==> config.mk <==
export PLATFORM = sky130hd
export DESIGN_NAME = grouped_insertion_queue
export DESIGN_NICKNAME = d
export VERILOG_FILES = /design/src/rtl/core/giq_pkg.sv /design/src/rtl/core/giq_cell.sv /design/src/rtl/core/grouped_insertion_queue.sv
export SDC_FILE = /design/constraint.sdc
export NUM_CORES = 1
export LEC_CHECK = 0
export BUFFER_PORTS_ARGS = -buffer_cell sky130_fd_sc_hd__buf_2
export CAP_MARGIN = 15
export CORE_MARGIN = 2
export CORE_UTILIZATION = 30
export CTS_BUF_LIST = sky130_fd_sc_hd__clkbuf_4 sky130_fd_sc_hd__clkbuf_8
export CTS_CLUSTER_SIZE = 16
export DETAILED_ROUTE_END_ITERATION = 8
export SKIP_CTS_REPAIR_TIMING = 1
export SLEW_MARGIN = 25
export SYNTH_ARGS = -nofsm -noshare
export SYNTH_HDL_FRONTEND = slang
export SYNTH_SLANG_ARGS = --single-unit
export TNS_END_PERCENT = 10
==> constraint.sdc <==
create_clock -name clk -period 5.3 [get_ports clk]
set_clock_uncertainty 0.05 [all_clocks]
set_input_delay 0.53 -clock clk [delete_from_list [all_inputs] [get_ports clk]]
set_output_delay 0.53 -clock clk [all_outputs]
set_load 0.005 [all_outputs]
==> src/rtl/core/giq_pkg.sv <==
// ----------------------------------------------------------------------------
// giq_pkg - shared types for the grouped insertion queue
// Entry, command and response beat layouts, status codes, per-cell control.
// ----------------------------------------------------------------------------
package giq_pkg;

    localparam int GIQ_QUEUE_DEPTH = 16;
    localparam int GIQ_PRIO_W      = 8;
    localparam int GIQ_ID_W        = 16;
    localparam int GIQ_FILL_W      = 5;

    localparam logic GIQ_CMD_INSERT = 1'b0;
    localparam logic GIQ_CMD_REMOVE = 1'b1;

    typedef enum logic [1:0] {
        GIQ_ST_OK    = 2'd0,
        GIQ_ST_FULL  = 2'd1,
        GIQ_ST_EMPTY = 2'd2
    } giq_status_t;

    typedef struct packed {
        logic [GIQ_PRIO_W-1:0] prio;
        logic [GIQ_ID_W-1:0]   id;
    } giq_entry_t;

    typedef struct packed {
        logic                  cmd;
        logic [GIQ_PRIO_W-1:0] user_priority;
        logic [GIQ_ID_W-1:0]   job_id;
    } giq_cmd_t;

    typedef struct packed {
        giq_status_t           status;
        logic [GIQ_PRIO_W-1:0] head_priority;
        logic [GIQ_ID_W-1:0]   head_id;
        logic [GIQ_FILL_W-1:0] fill_level;
    } giq_rsp_t;

    // Per-cell control, broadcast along the row with cell-local position bits
    typedef struct packed {
        logic do_insert;   // accepted insert, queue not full
        logic do_remove;   // accepted remove, queue not empty
        logic any_match;   // some held entry carries the new priority
        logic occupied;    // cell index below the fill count
        logic at_tail;     // cell index equals the fill count
        logic past_tail;   // cell index above the fill count
    } giq_cell_ctrl_t;

endpackage

==> src/rtl/core/giq_cell.sv <==
// ----------------------------------------------------------------------------
// giq_cell - one slot of the grouped insertion queue
// Holds one entry, compares its priority with the new one and loads from
// the new entry, its left or its right neighbour.
// ----------------------------------------------------------------------------
module giq_cell
    import giq_pkg::*;
(
    input  logic           clk,
    input  giq_cell_ctrl_t ctrl,
    input  giq_entry_t     new_entry,
    input  giq_entry_t     left_entry,
    input  giq_entry_t     right_entry,
    input  logic           hit_in,
    input  logic           prev_match,
    output logic           match,
    output logic           hit,
    output giq_entry_t     entry
);

    giq_entry_t entry_reg;
    giq_entry_t entry_next;
    logic       prev_hit;
    logic       after_pos;
    logic       at_pos;

    assign match    = ctrl.occupied && (entry_reg.prio == new_entry.prio);
    // hit: a match somewhere at or behind this cell
    assign hit      = match | hit_in;
    assign prev_hit = prev_match | hit;

    assign after_pos = ctrl.any_match ? !prev_hit : ctrl.past_tail;
    assign at_pos    = ctrl.any_match ? (prev_match && !hit) : ctrl.at_tail;

    always_comb
    begin
        entry_next = entry_reg;
        if (ctrl.do_remove)
        begin
            entry_next = right_entry;
        end
        else if (ctrl.do_insert)
        begin
            if (at_pos)
            begin
                entry_next = new_entry;
            end
            else if (after_pos)
            begin
                entry_next = left_entry;
            end
        end
    end

    always_ff @(posedge clk)
    begin
        entry_reg <= entry_next;
    end

    assign entry = entry_reg;

endmodule

==> src/rtl/core/grouped_insertion_queue.sv <==
// ----------------------------------------------------------------------------
// grouped_insertion_queue - bounded job queue with priority grouping
// Row of QUEUE_DEPTH cells, fill counter and registered response beat.
// ----------------------------------------------------------------------------
// An insert beat places its entry straight after the last held entry of the
// same priority, or at the tail if none has it; a remove beat pops the head.
// Every command beat gives one response beat carrying the status, the popped
// entry (zero unless a remove succeeded) and the fill level after the
// command. A command takes effect and loads its response into the output
// register at the clock edge that accepts it; one command per cycle is
// taken while the response side keeps up. The cycle is set by the insert
// path: a priority compare in every cell and the match ripple along the
// row of cells. The store needs no clearing after reset; only cells below
// the fill count take part in compares or are reported.
// ----------------------------------------------------------------------------
module grouped_insertion_queue
    import giq_pkg::*;
#(
    parameter int QUEUE_DEPTH = GIQ_QUEUE_DEPTH
)
(
    input  logic     clk,
    input  logic     rst_n,
    input  logic     cmd_valid,
    output logic     cmd_stall,
    input  giq_cmd_t cmd_data,
    output logic     rsp_valid,
    input  logic     rsp_stall,
    output giq_rsp_t rsp_data
);

    localparam int CNT_W = $clog2(QUEUE_DEPTH + 1);

    logic [CNT_W-1:0] count_reg;
    logic [CNT_W-1:0] count_next;
    logic             rsp_valid_reg;
    logic             rsp_valid_next;
    giq_rsp_t         rsp_reg;
    giq_rsp_t         rsp_next;

    logic accept;
    logic is_full;
    logic is_empty;
    logic do_insert;
    logic do_remove;

    giq_entry_t new_entry;
    giq_entry_t cell_entry [QUEUE_DEPTH];
    logic       cell_match [QUEUE_DEPTH];
    logic       cell_hit   [QUEUE_DEPTH];

    // Response register frees up when empty or when its beat leaves
    assign cmd_stall = rsp_valid_reg && rsp_stall;
    assign accept    = cmd_valid && !cmd_stall;

    assign is_full   = (count_reg == CNT_W'(QUEUE_DEPTH));
    assign is_empty  = (count_reg == '0);
    assign do_insert = accept && (cmd_data.cmd == GIQ_CMD_INSERT) && !is_full;
    assign do_remove = accept && (cmd_data.cmd == GIQ_CMD_REMOVE) && !is_empty;

    assign new_entry.prio = cmd_data.user_priority;
    assign new_entry.id   = cmd_data.job_id;

    // Row of cells; index 0 is the head
    for (genvar i = 0; i < QUEUE_DEPTH; i++)
    begin : g_cell
        giq_cell_ctrl_t ctrl;
        giq_entry_t     left_entry;
        giq_entry_t     right_entry;
        logic           hit_in;
        logic           prev_match;

        assign ctrl.do_insert = do_insert;
        assign ctrl.do_remove = do_remove;
        assign ctrl.any_match = cell_hit[0];
        assign ctrl.occupied  = (CNT_W'(i) < count_reg);
        assign ctrl.at_tail   = (CNT_W'(i) == count_reg);
        assign ctrl.past_tail = (CNT_W'(i) > count_reg);

        if (i == 0)
        begin : g_head
            // head never takes from the left
            assign left_entry = new_entry;
            assign prev_match = 1'b0;
        end
        else
        begin : g_body
            assign left_entry = cell_entry[i-1];
            assign prev_match = cell_match[i-1];
        end

        if (i == QUEUE_DEPTH - 1)
        begin : g_tail
            // vacated last slot on a pop: contents no longer counted
            assign right_entry = cell_entry[i];
            assign hit_in      = 1'b0;
        end
        else
        begin : g_inner
            assign right_entry = cell_entry[i+1];
            assign hit_in      = cell_hit[i+1];
        end

        giq_cell u_cell (
            .clk         (clk),
            .ctrl        (ctrl),
            .new_entry   (new_entry),
            .left_entry  (left_entry),
            .right_entry (right_entry),
            .hit_in      (hit_in),
            .prev_match  (prev_match),
            .match       (cell_match[i]),
            .hit         (cell_hit[i]),
            .entry       (cell_entry[i])
        );
    end

    // Fill count
    always_comb
    begin
        count_next = count_reg;
        if (do_insert)
        begin
            count_next = count_reg + CNT_W'(1);
        end
        else if (do_remove)
        begin
            count_next = count_reg - CNT_W'(1);
        end
    end

    // Response beat
    always_comb
    begin
        rsp_valid_next = rsp_valid_reg;
        rsp_next       = rsp_reg;
        if (accept)
        begin
            rsp_valid_next         = 1'b1;
            rsp_next.status        = GIQ_ST_OK;
            rsp_next.head_priority = '0;
            rsp_next.head_id       = '0;
            rsp_next.fill_level    = GIQ_FILL_W'(count_next);
            if (cmd_data.cmd == GIQ_CMD_INSERT)
            begin
                if (is_full)
                begin
                    rsp_next.status = GIQ_ST_FULL;
                end
            end
            else if (is_empty)
            begin
                rsp_next.status = GIQ_ST_EMPTY;
            end
            else
            begin
                rsp_next.head_priority = cell_entry[0].prio;
                rsp_next.head_id       = cell_entry[0].id;
            end
        end
        else if (!rsp_stall)
        begin
            rsp_valid_next = 1'b0;
        end
    end

    always_ff @(posedge clk or negedge rst_n)
    begin
        if (!rst_n)
        begin
            count_reg     <= '0;
            rsp_valid_reg <= 1'b0;
        end
        else
        begin
            count_reg     <= count_next;
            rsp_valid_reg <= rsp_valid_next;
        end
    end

    always_ff @(posedge clk)
    begin
        rsp_reg <= rsp_next;
    end

    assign rsp_valid = rsp_valid_reg;
    assign rsp_data  = rsp_reg;

endmodule

* Word-level counts from Yosys, hierarchy flattened
Index checks and enable logic that the tools add are counted.
** Cells by class
- Add/sub/neg operators :: 2
- $lt $le $gt $ge :: 32
- Reductions and logical operators :: 91
- Eq/ne operators :: 33
- Multiplexer cells :: 101
- Bitwise logic cells :: 17
** Operators by type and width (number)
- 24-bit two-way mux :: 62
- 8-bit == test :: 16
- 3-bit nonzero test :: 15
- 4-bit by 5-bit == test with 1-bit output (first input constant) :: 8
- 4-bit by 5-bit greater-than comparator with 1-bit output (first input constant) :: 8
- 4-bit by 5-bit less-than comparator with 1-bit output (first input constant) :: 8
- 1-bit logical AND :: 37
- 1-bit two-way mux :: 35
- 2-bit AND reduction :: 15
- 3-bit by 5-bit == test with 1-bit output (first input constant) :: 4
- 3-bit by 5-bit greater-than comparator with 1-bit output (first input constant) :: 4
- 3-bit by 5-bit less-than comparator with 1-bit output (first input constant) :: 4
- 1-bit logical NOT :: 19
- 1-bit bitwise OR :: 15
- 2-bit by 5-bit == test with 1-bit output (first input constant) :: 2
- 1-bit by 5-bit greater-than comparator with 1-bit output (first input constant) :: 2
- 2-bit by 5-bit greater-than comparator with 1-bit output (first input constant) :: 2
- 1-bit by 5-bit less-than comparator with 1-bit output (first input constant) :: 2
- 2-bit by 5-bit less-than comparator with 1-bit output (first input constant) :: 2
- 5-bit two-way mux :: 2
- 5-bit by 1-bit adder with 5-bit output (second input constant) :: 1
- 1-bit by 5-bit == test with 1-bit output (first input constant) :: 1
- 5-bit == test (second input constant) :: 1
- 5-bit logical NOT :: 1
- 7 further kinds :: 10
** Word-level totals
- Word-level logic and storage cells :: 314
- Output and inout port bits :: 33
- Register bits after elaboration :: 421

* Logic depth before layout (Yosys ltp)
Gate-level depths: netlist of the first run.
- Depth in word-level cells :: 23
- Gate-level depth with buffers :: 13
- Gate-level depth less buffers :: 9

* Cells and area by module
From an unflattened synthesis of the first run, not the netlist that was laid out.
** Second synthesis, totals
- Cell total of the unflattened synthesis :: 2666
- Area total of the unflattened synthesis :: 26852.0 um^2
** By module, submodules not included
- giq_cell :: instances 16, cells an instance 156, area an instance 1562.7 um^2, seq. area each 720.7 um^2
- grouped_insertion_queue :: instances 1, cells an instance 170, area an instance 1848.0 um^2, seq. area each 1081.0 um^2

* Worst setup path after synthesis of the first run
No wires, ideal clock.
- Path type :: input -> register
- Start :: input cmd_data[22] (netlist bit)
- End :: register g_cell[4].u_cell.entry_reg, in the netlist g_cell[4].u_cell.entry[0] (enable)
- Setup time :: 0.438 ns
- Setup slack :: 0.451 ns
- Buffers on the path :: 5
- Data required time :: 4.812 ns
- Cell stages on the path :: 13
- Data arrival time :: 4.360 ns
- Path through :: buf_4 -> buf_4 -> xor2_1 -> nor3_1 -> nand4_1 -> nand4_4 -> or3_1 -> buf_6 -> buf_8 -> a211o_1 -> buf_2 -> a21boi_0 -> o21ai_0
** Between the ends
- Cells in the longest elaborated chain, start to end :: 20
** Ends and longest elaborated chain
- start: declaration :: RTL line grouped_insertion_queue.sv:26 : input giq_cmd_t cmd_data,
- 8-bit == test :: RTL line giq_cell.sv:27 : assign match = ctrl.occupied && (entry_reg.prio == new_entry.prio);
- 1-bit logical AND :: RTL line giq_cell.sv:27
- 1-bit bitwise OR (11 in a row) :: RTL line giq_cell.sv:29 : assign hit = match | hit_in;
- 1-bit bitwise OR :: RTL line giq_cell.sv:29, giq_cell.sv:30
- 1-bit bitwise OR (3 in a row) :: RTL line giq_cell.sv:29
- 1-bit two-way mux, on equally long branches :: RTL line giq_cell.sv:33, giq_cell.sv:32
- 3-bit nonzero test (no line) *
- 2-bit AND reduction (no line) *
- end signal: assignment :: RTL line giq_cell.sv:57 : entry_reg <= entry_next;
- end: declaration :: RTL line giq_cell.sv:21 : giq_entry_t entry_reg;
Every way passes the cells marked *; elsewhere a longest branch is shown, timed or not.
A chain may end at the register's enable or synchronous reset.

* Final worst setup path of the first run
- Start :: register count_reg[4]
- End :: register g_cell[15].u_cell.entry_reg, in the netlist g_cell[15].u_cell.entry[3], data pin
** Between the ends
- Cells in the longest elaborated chain, start to end :: 19
** Ends and longest elaborated chain
- start: declaration :: RTL line grouped_insertion_queue.sv:34 : logic [CNT_W-1:0] count_reg;
- start signal: assignment :: RTL line grouped_insertion_queue.sv:176 : count_reg <= count_next;
- 4-bit by 5-bit less-than comparator with 1-bit output :: RTL line grouped_insertion_queue.sv:76 : assign ctrl.occupied = (CNT_W'(i) < count_reg);
- 1-bit logical AND :: RTL line giq_cell.sv:27
- 1-bit bitwise OR (15 in a row) :: RTL line giq_cell.sv:29
- 1-bit two-way mux * :: RTL line giq_cell.sv:33 : assign at_pos = ctrl.any_match ? (prev_match && !hit) : ctrl.at_tail;
- 24-bit two-way mux * :: RTL line giq_cell.sv:44 : if (at_pos)
- end signal: assignment :: RTL line giq_cell.sv:57
- end: declaration :: RTL line giq_cell.sv:21
Marked as above.

==> impl_table.tex, run 1 <==
\begin{tabular}{lr}
\hline
Metric & Value \\
\hline
\multicolumn{2}{l}{\textbf{Synthesis}} \\
Share of flip-flops with an asynchronous set or reset after synthesis & between 1 and 1.5\% \\
Yosys warnings & 0 \\
Unique cell type count in the Yosys netlist & 67 \\
Sequential share of the synthesized area & 55.09\% \\
EDFF count, synth & $\sim$420 \\
Cell with the most instances after synthesis & sky130\_fd\_sc\_hd\_\_edfxtp\_1 \\
Cell type with the highest aggregate area in the netlist & sky130\_fd\_sc\_hd\_\_edfxtp\_1 \\
Synthesized instance count & between 2000 and 2500 \\
Post-synth top flop & sky130\_fd\_sc\_hd\_\_edfxtp\_1 \\
Syn avg cell area & roughly 11 µm² \\
Commonest cells post-synth & 415 x sky130\_fd\_sc\_hd\_\_edfxtp\_1, 252 x sky130\_fd\_sc\_hd\_\_a21oi\_1, 240 x sky130\_fd\_sc\_hd\_\_mux2i\_1, 235 x sky130\_fd\_sc\_hd\_\_nand2\_1, 235 x sky130\_fd\_sc\_hd\_\_nor2\_1 \\
Fraction of synthesized cell area taken by the top area cell type & between 50\% and 60\% \\
Cell types with the largest area share after synthesis & sky130\_fd\_sc\_hd\_\_edfxtp\_1 54\%, sky130\_fd\_sc\_hd\_\_mux2i\_1 10\%, sky130\_fd\_sc\_hd\_\_a21oi\_1 5.5\% \\
Net count after synthesis & $\sim$2100 \\
Yosys reg bits & 421 \\
Summed instance area of the synthesized netlist & roughly 23000 µm² \\
\multicolumn{2}{l}{\textbf{Timing}} \\
Count of pins over their slew limit & 0 \\
Tightest hold margin & 60.22 ps \\
Pin slew with the least headroom to its limit & around 990 ps \\
Remaining max-slew budget at the tightest pin & between 30\% and 40\% \\
Slack of the critical path & between 1000 and 1500 ps \\
Maximum frequency from static timing analysis & roughly 240 MHz \\
Final period utilization & 79.54\% \\
Final critical-path required period & between 4000 and 5000 ps \\
Setup repair after global routing missed its margin & false \\
Aggregate negative setup slack & 0 ps \\
Total setup violations reported at the end of the flow & 0 \\
Final Hold Viols & 0 \\
\multicolumn{2}{l}{\textbf{Pwr}} \\
Ratio of total power to cell area & 420.7 nW/µm² \\
Design Power & 10680 µW \\
Leak Pwr & 0.008666 µW \\
Worst ir drop on vdd & slightly below 0.0002 V \\
\multicolumn{2}{l}{\textbf{Critical path}} \\
End of the worst register-to-register path & g\_cell[15].u\_cell.entry[3] \\
Register-to-register path setup slack & 1080 ps \\
Largest fanout on the critical path & 24 \\
Critical R2R Launch & count\_reg[4] \\
Nature of the critical path endpoint & flop \\
Req. time, crit path & 5640 ps \\
Worst Setup Path Type & flop to flop \\
Depth of the worst register-to-register path & 9 \\
Kind of launch point of the worst setup path & flop \\
Data arrival time of the worst path & 4550 ps \\
\multicolumn{2}{l}{\textbf{Placement}} \\
PortBufs & between 60 and 70 \\
Placement Setup Slack & between 900 and 1000 ps \\
Weighted congestion reported at the end of routability-driven placement & approximately 0.85 \\
Post-DP HPWL & between 30000 and 40000 µm \\
\multicolumn{2}{l}{\textbf{Layout}} \\
Layout cells sized above 1 & between 10\% and 20\% \\
Final layout net count & about 2100 \\
Fillers & between 7000 and 8000 \\
Number of flip-flops under the largest register name & around 380 \\
Area growth from synthesis to layout & 10.89\% \\
\multicolumn{2}{l}{\textbf{GRT}} \\
Number of global-route vias before repair & 15640 \\
First-pass GRT wire length & 90710 µm \\
Largest net degree at the start of global routing & around 210 \\
Global routing usage summed across all routing layers & roughly 14\% \\
Remaining global-route overflow & 0 \\
Number of antenna violations at the first check in global routing & 3 \\
\multicolumn{2}{l}{\textbf{Die}} \\
Effective utilization at floorplan & a little under a third \\
Top-level port count & 62 \\
Overall die width & between 200 and 300 µm \\
Placeable core area & between 70000 and 80000 µm² \\
Floorplan die area & $\sim$79000 µm² \\
Vert. Die Dim & between 200 and 300 µm \\
Core Rows & around 100 \\
\multicolumn{2}{l}{\textbf{Clock tree}} \\
Clock buffer count from CTS & slightly above 70 \\
Maximum root-to-sink buffer count & 3 \\
Clock latency at the later pin of the worst-skew pair & 650 ps \\
Clock transition at the registers of the reported paths & $\sim$60 ps \\
Sink count of the clock tree & $\sim$420 \\
Number of levels in the clock H-tree & 3 \\
CTS tree & built \\
Library cell used as clock root buffer & sky130\_fd\_sc\_hd\_\_clkbuf\_8 \\
\multicolumn{2}{l}{\textbf{Status}} \\
Outcome & finished clean \\
\multicolumn{2}{l}{\textbf{Min path}} \\
Worst Hold Launch & cmd\_valid \\
Worst Hold Path EP & rsp\_valid \\
Worst hold-check path type & primary input to flop \\
Number of cells on the worst hold path & 2 \\
\multicolumn{2}{l}{\textbf{Drt}} \\
Count of vias placed by the detailed router & approximately 16000 \\
DRT antenna net count & 0 \\
Vias per cell & around 5.1 \\
Drt first pass iters & 6 \\
Remaining routing DRC violations & 0 \\
Violation count after the first detailed-routing iteration & between 1000 and 1500 \\
Detailed Route WL & approximately 57000 µm \\
Routed wirelength normalized by instance count & between 15 and 20 µm \\
\multicolumn{2}{l}{\textbf{Job}} \\
Max\_cap viols & 0 \\
\hline
\end{tabular}
-- metal layers --
layer / vias to the layer above / GRT usage [%] / wire (µm)
met4: 0 / 5.060 / 1265
met2: 457 / 23.19 / 26650
met3: 85 / 2.273 / 3087
met1: 7689 / 19.52 / 26320
li1: 7645 / - / -
met5: - / 0 / 0
-- power by group --
part / leakage (µW) / internal, µW / switching [µW]
combinational: 0.00402 / 1100 / 1710
clock: 0.000707 / 1490 / 1330
sequential: 0.00394 / 4600 / 456
-- layout by cell type (no fill, tap or decap), types with 3 or more instances in the layout --
master	count
sky130_fd_sc_hd__buf_4	40
sky130_fd_sc_hd__a21oi_1	250
sky130_fd_sc_hd__edfxtp_1	415
sky130_fd_sc_hd__and3_1	7
sky130_fd_sc_hd__mux2_2	24
sky130_fd_sc_hd__buf_12	3
sky130_fd_sc_hd__or4_1	6
sky130_fd_sc_hd__or3_1	9
sky130_fd_sc_hd__mux2i_1	240
sky130_fd_sc_hd__buf_2	61
sky130_fd_sc_hd__nor2b_1	4
sky130_fd_sc_hd__clkinv_2	4
sky130_fd_sc_hd__xnor2_1	68
sky130_fd_sc_hd__o211ai_1	74
sky130_fd_sc_hd__nor4_1	13
sky130_fd_sc_hd__dfrtp_1	6
sky130_fd_sc_hd__clkbuf_8	75
sky130_fd_sc_hd__xor2_1	64
sky130_fd_sc_hd__a21oi_2	3
sky130_fd_sc_hd__nand4_1	21
sky130_fd_sc_hd__diode_2	3
sky130_fd_sc_hd__clkinv_1	15
sky130_fd_sc_hd__nand3_1	81
sky130_fd_sc_hd__nand2_1	234
sky130_fd_sc_hd__o21ai_2	7
sky130_fd_sc_hd__nor3_1	12
sky130_fd_sc_hd__clkbuf_4	26
sky130_fd_sc_hd__nor2_1	235
sky130_fd_sc_hd__and2_1	27
sky130_fd_sc_hd__o21ai_0	54
sky130_fd_sc_hd__inv_1	4
sky130_fd_sc_hd__o31ai_4	7
sky130_fd_sc_hd__ha_1	5
-- kinds of logic after synthesis --
family,Yosys count,synth area share (%)
AOI/OAI and AO/OA,423,10.94
xor gates and xnor gates,132,5.050
adders and majority gates,5,0.2733
buffers and inverters,184,4.039
DFF,421,55.09
muxes,264,11.67
and+or+nand+nor,670,12.93
-- metrics by stage --
stage | util (%) | cell area (µm²) | std cells
after floorplan | - | 22890 | 2099
after global placement | 31.71 | 24010 | 3001
after detailed placement | 31.75 | 24030 | 3002
after CTS | 33.51 | 25360 | 3125
after global routing | 33.54 | 25390 | 3129
final | 33.54 | 25390 | 3129
-- how the worst max path moves through the flow --
stage                     slack, ps                          to  cells after the start          from
after floorplan                 450   g_cell[4].u_cell.entry[0]                     13  cmd_data[22]
after global placement         1000  g_cell[10].u_cell.entry[1]                     11  cmd_data[20]
after detailed placement        990  g_cell[15].u_cell.entry[3]                     10  cmd_data[18]
after CTS                      1100  g_cell[15].u_cell.entry[3]                      9  count_reg[4]
after global routing            870  g_cell[15].u_cell.entry[3]                      9  count_reg[1]
final                          1080  g_cell[15].u_cell.entry[3]                      9  count_reg[4]
-- worst max-delay path, cell delays in order (launching register included) --
cell and delay (ps):
sky130_fd_sc_hd__dfrtp_1 700, sky130_fd_sc_hd__or2_1 390, sky130_fd_sc_hd__o31ai_2 180, sky130_fd_sc_hd__or4_1 620
sky130_fd_sc_hd__nand3_2 190, sky130_fd_sc_hd__or3_1 480, sky130_fd_sc_hd__nor2_1 220, sky130_fd_sc_hd__a31oi_2 270
sky130_fd_sc_hd__buf_4 430, sky130_fd_sc_hd__mux2_2 400
-- cell type report --
| cell class | count | area, µm² | share of cell area, % |
|---|---|---|---|
| Timing Repair Buffer | 106 | 703.2 | 2.770 |
| Inverter | 4 | 15.01 | 0.05915 |
| Tap cell | 978 | 1224 | 4.820 |
| Antenna cell | 3 | 7.507 | 0.02957 |
| Clock inverter | 22 | 101.3 | 0.3992 |
| Multi-Input combinational cell | 1494 | 9495 | 37.40 |
| Clock buffer | 101 | 1227 | 4.835 |
| Sequential cell | 421 | 12610 | 49.68 |
No activity file was read; power rests on OpenSTA's default activity.
==> run 2: changes to the inputs <==
==> constraint.sdc (replaced) <==
create_clock -name clk -period 4.2 [get_ports clk]
set_clock_uncertainty 0.05 [all_clocks]
set_input_delay 0.42 -clock clk [delete_from_list [all_inputs] [get_ports clk]]
set_output_delay 0.42 -clock clk [all_outputs]
set_load 0.005 [all_outputs]
==> run 2 against run 1 <==
Compared with the run above: setup slack got worse by 570 ps; first-iteration DRC count fell by 14%; cell count rose by 0.42%; sequential power rose by 25%; non-clock buffer count rose by 15; clock-buffer cell count fell by 8.
==> impl_table.tex, run 2 (synthesis results as in run 1) <==
\begin{tabular}{lr}
\hline
Metric & Value \\
\hline
\multicolumn{2}{l}{\textbf{Timing}} \\
Remaining max-slew budget at the tightest pin & 35.12\% (+1.2 points) \\
Pin slew with the least headroom to its limit & 973.1 ps (-14.90 ps) \\
Final period utilization & 87.87\% (+8.3 points) \\
Setup repair after global routing missed its margin & false \\
Final Hold Viols & 0 (unchanged) \\
Count of pins over their slew limit & 0 (unchanged) \\
Final critical-path required period & 3690 ps (-525.1 ps) \\
Total setup violations reported at the end of the flow & 0 (unchanged) \\
Maximum frequency from static timing analysis & 271.0 MHz (+14\%) \\
\multicolumn{2}{l}{\textbf{Critical path}} \\
Req. time, crit path & 4420 ps (-1220 ps) \\
Critical Path Slowest Stage Cell & sky130\_fd\_sc\_hd\_\_dfrtp\_1 \\
CP Cell Sequence & and2\_1, o31ai\_2, or4\_1, nand3\_2, or3\_1, nor2\_1, a31oi\_2, buf\_12, a21oi\_2, buf\_4 \\
Worst path top cell family by delay & simple AND/OR/NAND/NOR gates \\
Highest cell delay on the worst timing path & 500 ps (-200 ps) \\
Nature of the critical path endpoint & flop \\
Largest fanout on the critical path & 25 (+4.2\%) \\
Kind of launch point of the worst setup path & flop \\
Critical Path Source & count\_reg[1] \\
Sum of buffers and inverters on the critical path & 2 (+1) \\
Critical R2R Launch & count\_reg[1] \\
Worst Setup Path Type & flop to flop \\
Data arrival time of the worst path & 3910 ps (-640 ps) \\
Register-to-register path setup slack & 510 ps (-570 ps) \\
\multicolumn{2}{l}{\textbf{Drt}} \\
DRT antenna net count & 0 (unchanged) \\
Vias per cell & 5.086 (+0.24\%) \\
Drt first pass iters & 7 (+1) \\
Routed wirelength normalized by instance count & 18.19 µm (-0.71\%) \\
Remaining routing DRC violations & 0 (unchanged) \\
Violation count after the first detailed-routing iteration & 1216 (-14\%) \\
Count of vias placed by the detailed router & 15980 (+0.66\%) \\
Detailed Route WL & 57150 µm (-0.30\%) \\
\multicolumn{2}{l}{\textbf{Layout}} \\
Fillers & 7506 (-0.41\%) \\
Area growth from synthesis to layout & 12.12\% \\
Most common cell after layout, fill and taps aside & sky130\_fd\_sc\_hd\_\_edfxtp\_1 \\
Number of flip-flops under the largest register name & 384 (unchanged) \\
Multi-input combinational cell area & 9483 µm² (-0.13\%) \\
Sequential Area & 12610 µm² (unchanged) \\
Final layout net count & 2147 (+0.70\%) \\
Layout Utilization & 33.91\% (+0.37 points) \\
Leading cell types in the layout, fill and taps excluded & 415 x sky130\_fd\_sc\_hd\_\_edfxtp\_1, 250 x sky130\_fd\_sc\_hd\_\_a21oi\_1, 240 x sky130\_fd\_sc\_hd\_\_mux2i\_1, 235 x sky130\_fd\_sc\_hd\_\_nor2\_1, 234 x sky130\_fd\_sc\_hd\_\_nand2\_1 \\
Filler-free cell count of the finished design & 3142 (+0.42\%) \\
Layout cells sized above 1 & 13.51\% (+0.56 points) \\
\multicolumn{2}{l}{\textbf{Pwr}} \\
Ratio of total power to cell area & 530.6 nW/µm² (+26\%) \\
Switching share of total power & 32.60\% (-0.14 points) \\
Clk network pwr share & 26.4\% (about the same) \\
Design Power & 13620 µW (+28\%) \\
Fraction of power consumed by sequential logic & 46.4\% (-0.9 points) \\
Power dissipated by switching net loads & 4440 µW (+27\%) \\
Combinational fraction of design power & 27.1\% (+0.8 points) \\
Leak Pwr & 0.008788 µW (+1.4\%) \\
Internal power contribution & 9179 µW (+28\%) \\
Worst ir drop on vdd & 0.0001861 V (-3.6\%) \\
\multicolumn{2}{l}{\textbf{Placement}} \\
Weighted congestion reported at the end of routability-driven placement & 0.8959 (+5.2\%) \\
PortBufs & 61 (unchanged) \\
Post-DP HPWL & 37740 µm (+0.36\%) \\
Cell count after placement & 3015 (+0.43\%) \\
\multicolumn{2}{l}{\textbf{Die}} \\
Core Rows & 101 (unchanged) \\
Effective utilization at floorplan & 30.24\% (unchanged) \\
Overall die width & 280.2 µm (unchanged) \\
Vert. Die Dim & 280.2 µm (unchanged) \\
Floorplan die area & 78540 µm² (unchanged) \\
Placeable core area & 75700 µm² (unchanged) \\
Top-level port count & 62 (unchanged) \\
\multicolumn{2}{l}{\textbf{Clock tree}} \\
Clock latency at the later pin of the worst-skew pair & 640 ps (about the same) \\
Clock transition at the registers of the reported paths & 60 ps (about the same) \\
Number of levels in the clock H-tree & 3 (unchanged) \\
Library cell used as clock root buffer & sky130\_fd\_sc\_hd\_\_clkbuf\_8 \\
Maximum root-to-sink buffer count & 3 (unchanged) \\
Sink count of the clock tree & 421 (unchanged) \\
CTS tree & built \\
Clock buffer count from CTS & 71 (unchanged) \\
\multicolumn{2}{l}{\textbf{GRT}} \\
Number of global-route vias before repair & 15940 (+1.9\%) \\
Global routing usage summed across all routing layers & 14.50\% (+0.13 points) \\
First-pass GRT wire length & 91960 µm (+1.4\%) \\
Largest net degree at the start of global routing & 205 (-1.9\%) \\
Number of antenna violations at the first check in global routing & 2 (-1) \\
Remaining global-route overflow & 0 (unchanged) \\
\multicolumn{2}{l}{\textbf{Job}} \\
Max\_cap viols & 0 (unchanged) \\
\multicolumn{2}{l}{\textbf{Min path}} \\
Worst hold-check path type & primary input to flop \\
Worst Hold Launch & cmd\_data[24] \\
\multicolumn{2}{l}{\textbf{Status}} \\
Outcome & finished clean \\
\hline
\end{tabular}
run 2: cell types whose count changed in the layout (fill, tap and decap cells not counted), sizes merged:
cell	previous run	this run
clkinv	19	22
clkinvlp	1	4
dlygate4sd3	1	3
buf	105	118
clkbuf	101	93
inv	6	5
diode	3	2
bufinv	0	2
run 2: layout make-up:
cell class,count,area share (%)
inverters,4,0.05850
clock inverters,29,0.7653
flip-flops and latches,421,49.14
clock buffers,93,4.475
multi-input cells,1494,36.95
repair buffers,121,3.832
diodes,2,0.01950
well taps,978,4.767
run 2: final timing paths:
path / endpoint / cells past startpoint
max: g_cell[15].u_cell.entry[15] / 10
min: rsp_data[29] / 2
max reg2reg: g_cell[15].u_cell.entry[15] / 10
min reg2reg: rsp_data[15] / 1
max in group asynchronous: count_reg[0] / 2
min in group asynchronous: count_reg[3] / 2
run 2: metrics by stage:
step | hold WS, ps | instance area, µm² | setup slack [ps] | setup TNS, ps
4_1_cts | -496.9 | 25630 | 516.6 | 0
2_1_floorplan | 74.41 | 22900 | -230.7 | -33680
5_1_grt | 61.40 | 25670 | 280.9 | 0
6_report | 59.66 | 25670 | 509.6 | 0
3_5_place_dp | 202.7 | 24290 | 332.2 | 0
3_3_place_gp | 203.0 | 24260 | 357.3 | 0
run 2: power groups by stage:
stage                     clock (µW)  sequential [µW]  combinational, µW
after floorplan                    0             6220               2720
after global placement             0             6370               3590
after detailed placement           0             6390               3710
after CTS                       3710             6320               3710
after global routing            3890             6410               4070
final                           3600             6320               3700
run 2: routing by layer:
metal  up-vias  track usage (%)  wire [µm]
met2       529            22.96      26070
met4         0            5.457       1504
li1       7669                -          -
met5         -                0          0
met3       104            2.290       3317
met1      7679            19.95      26260
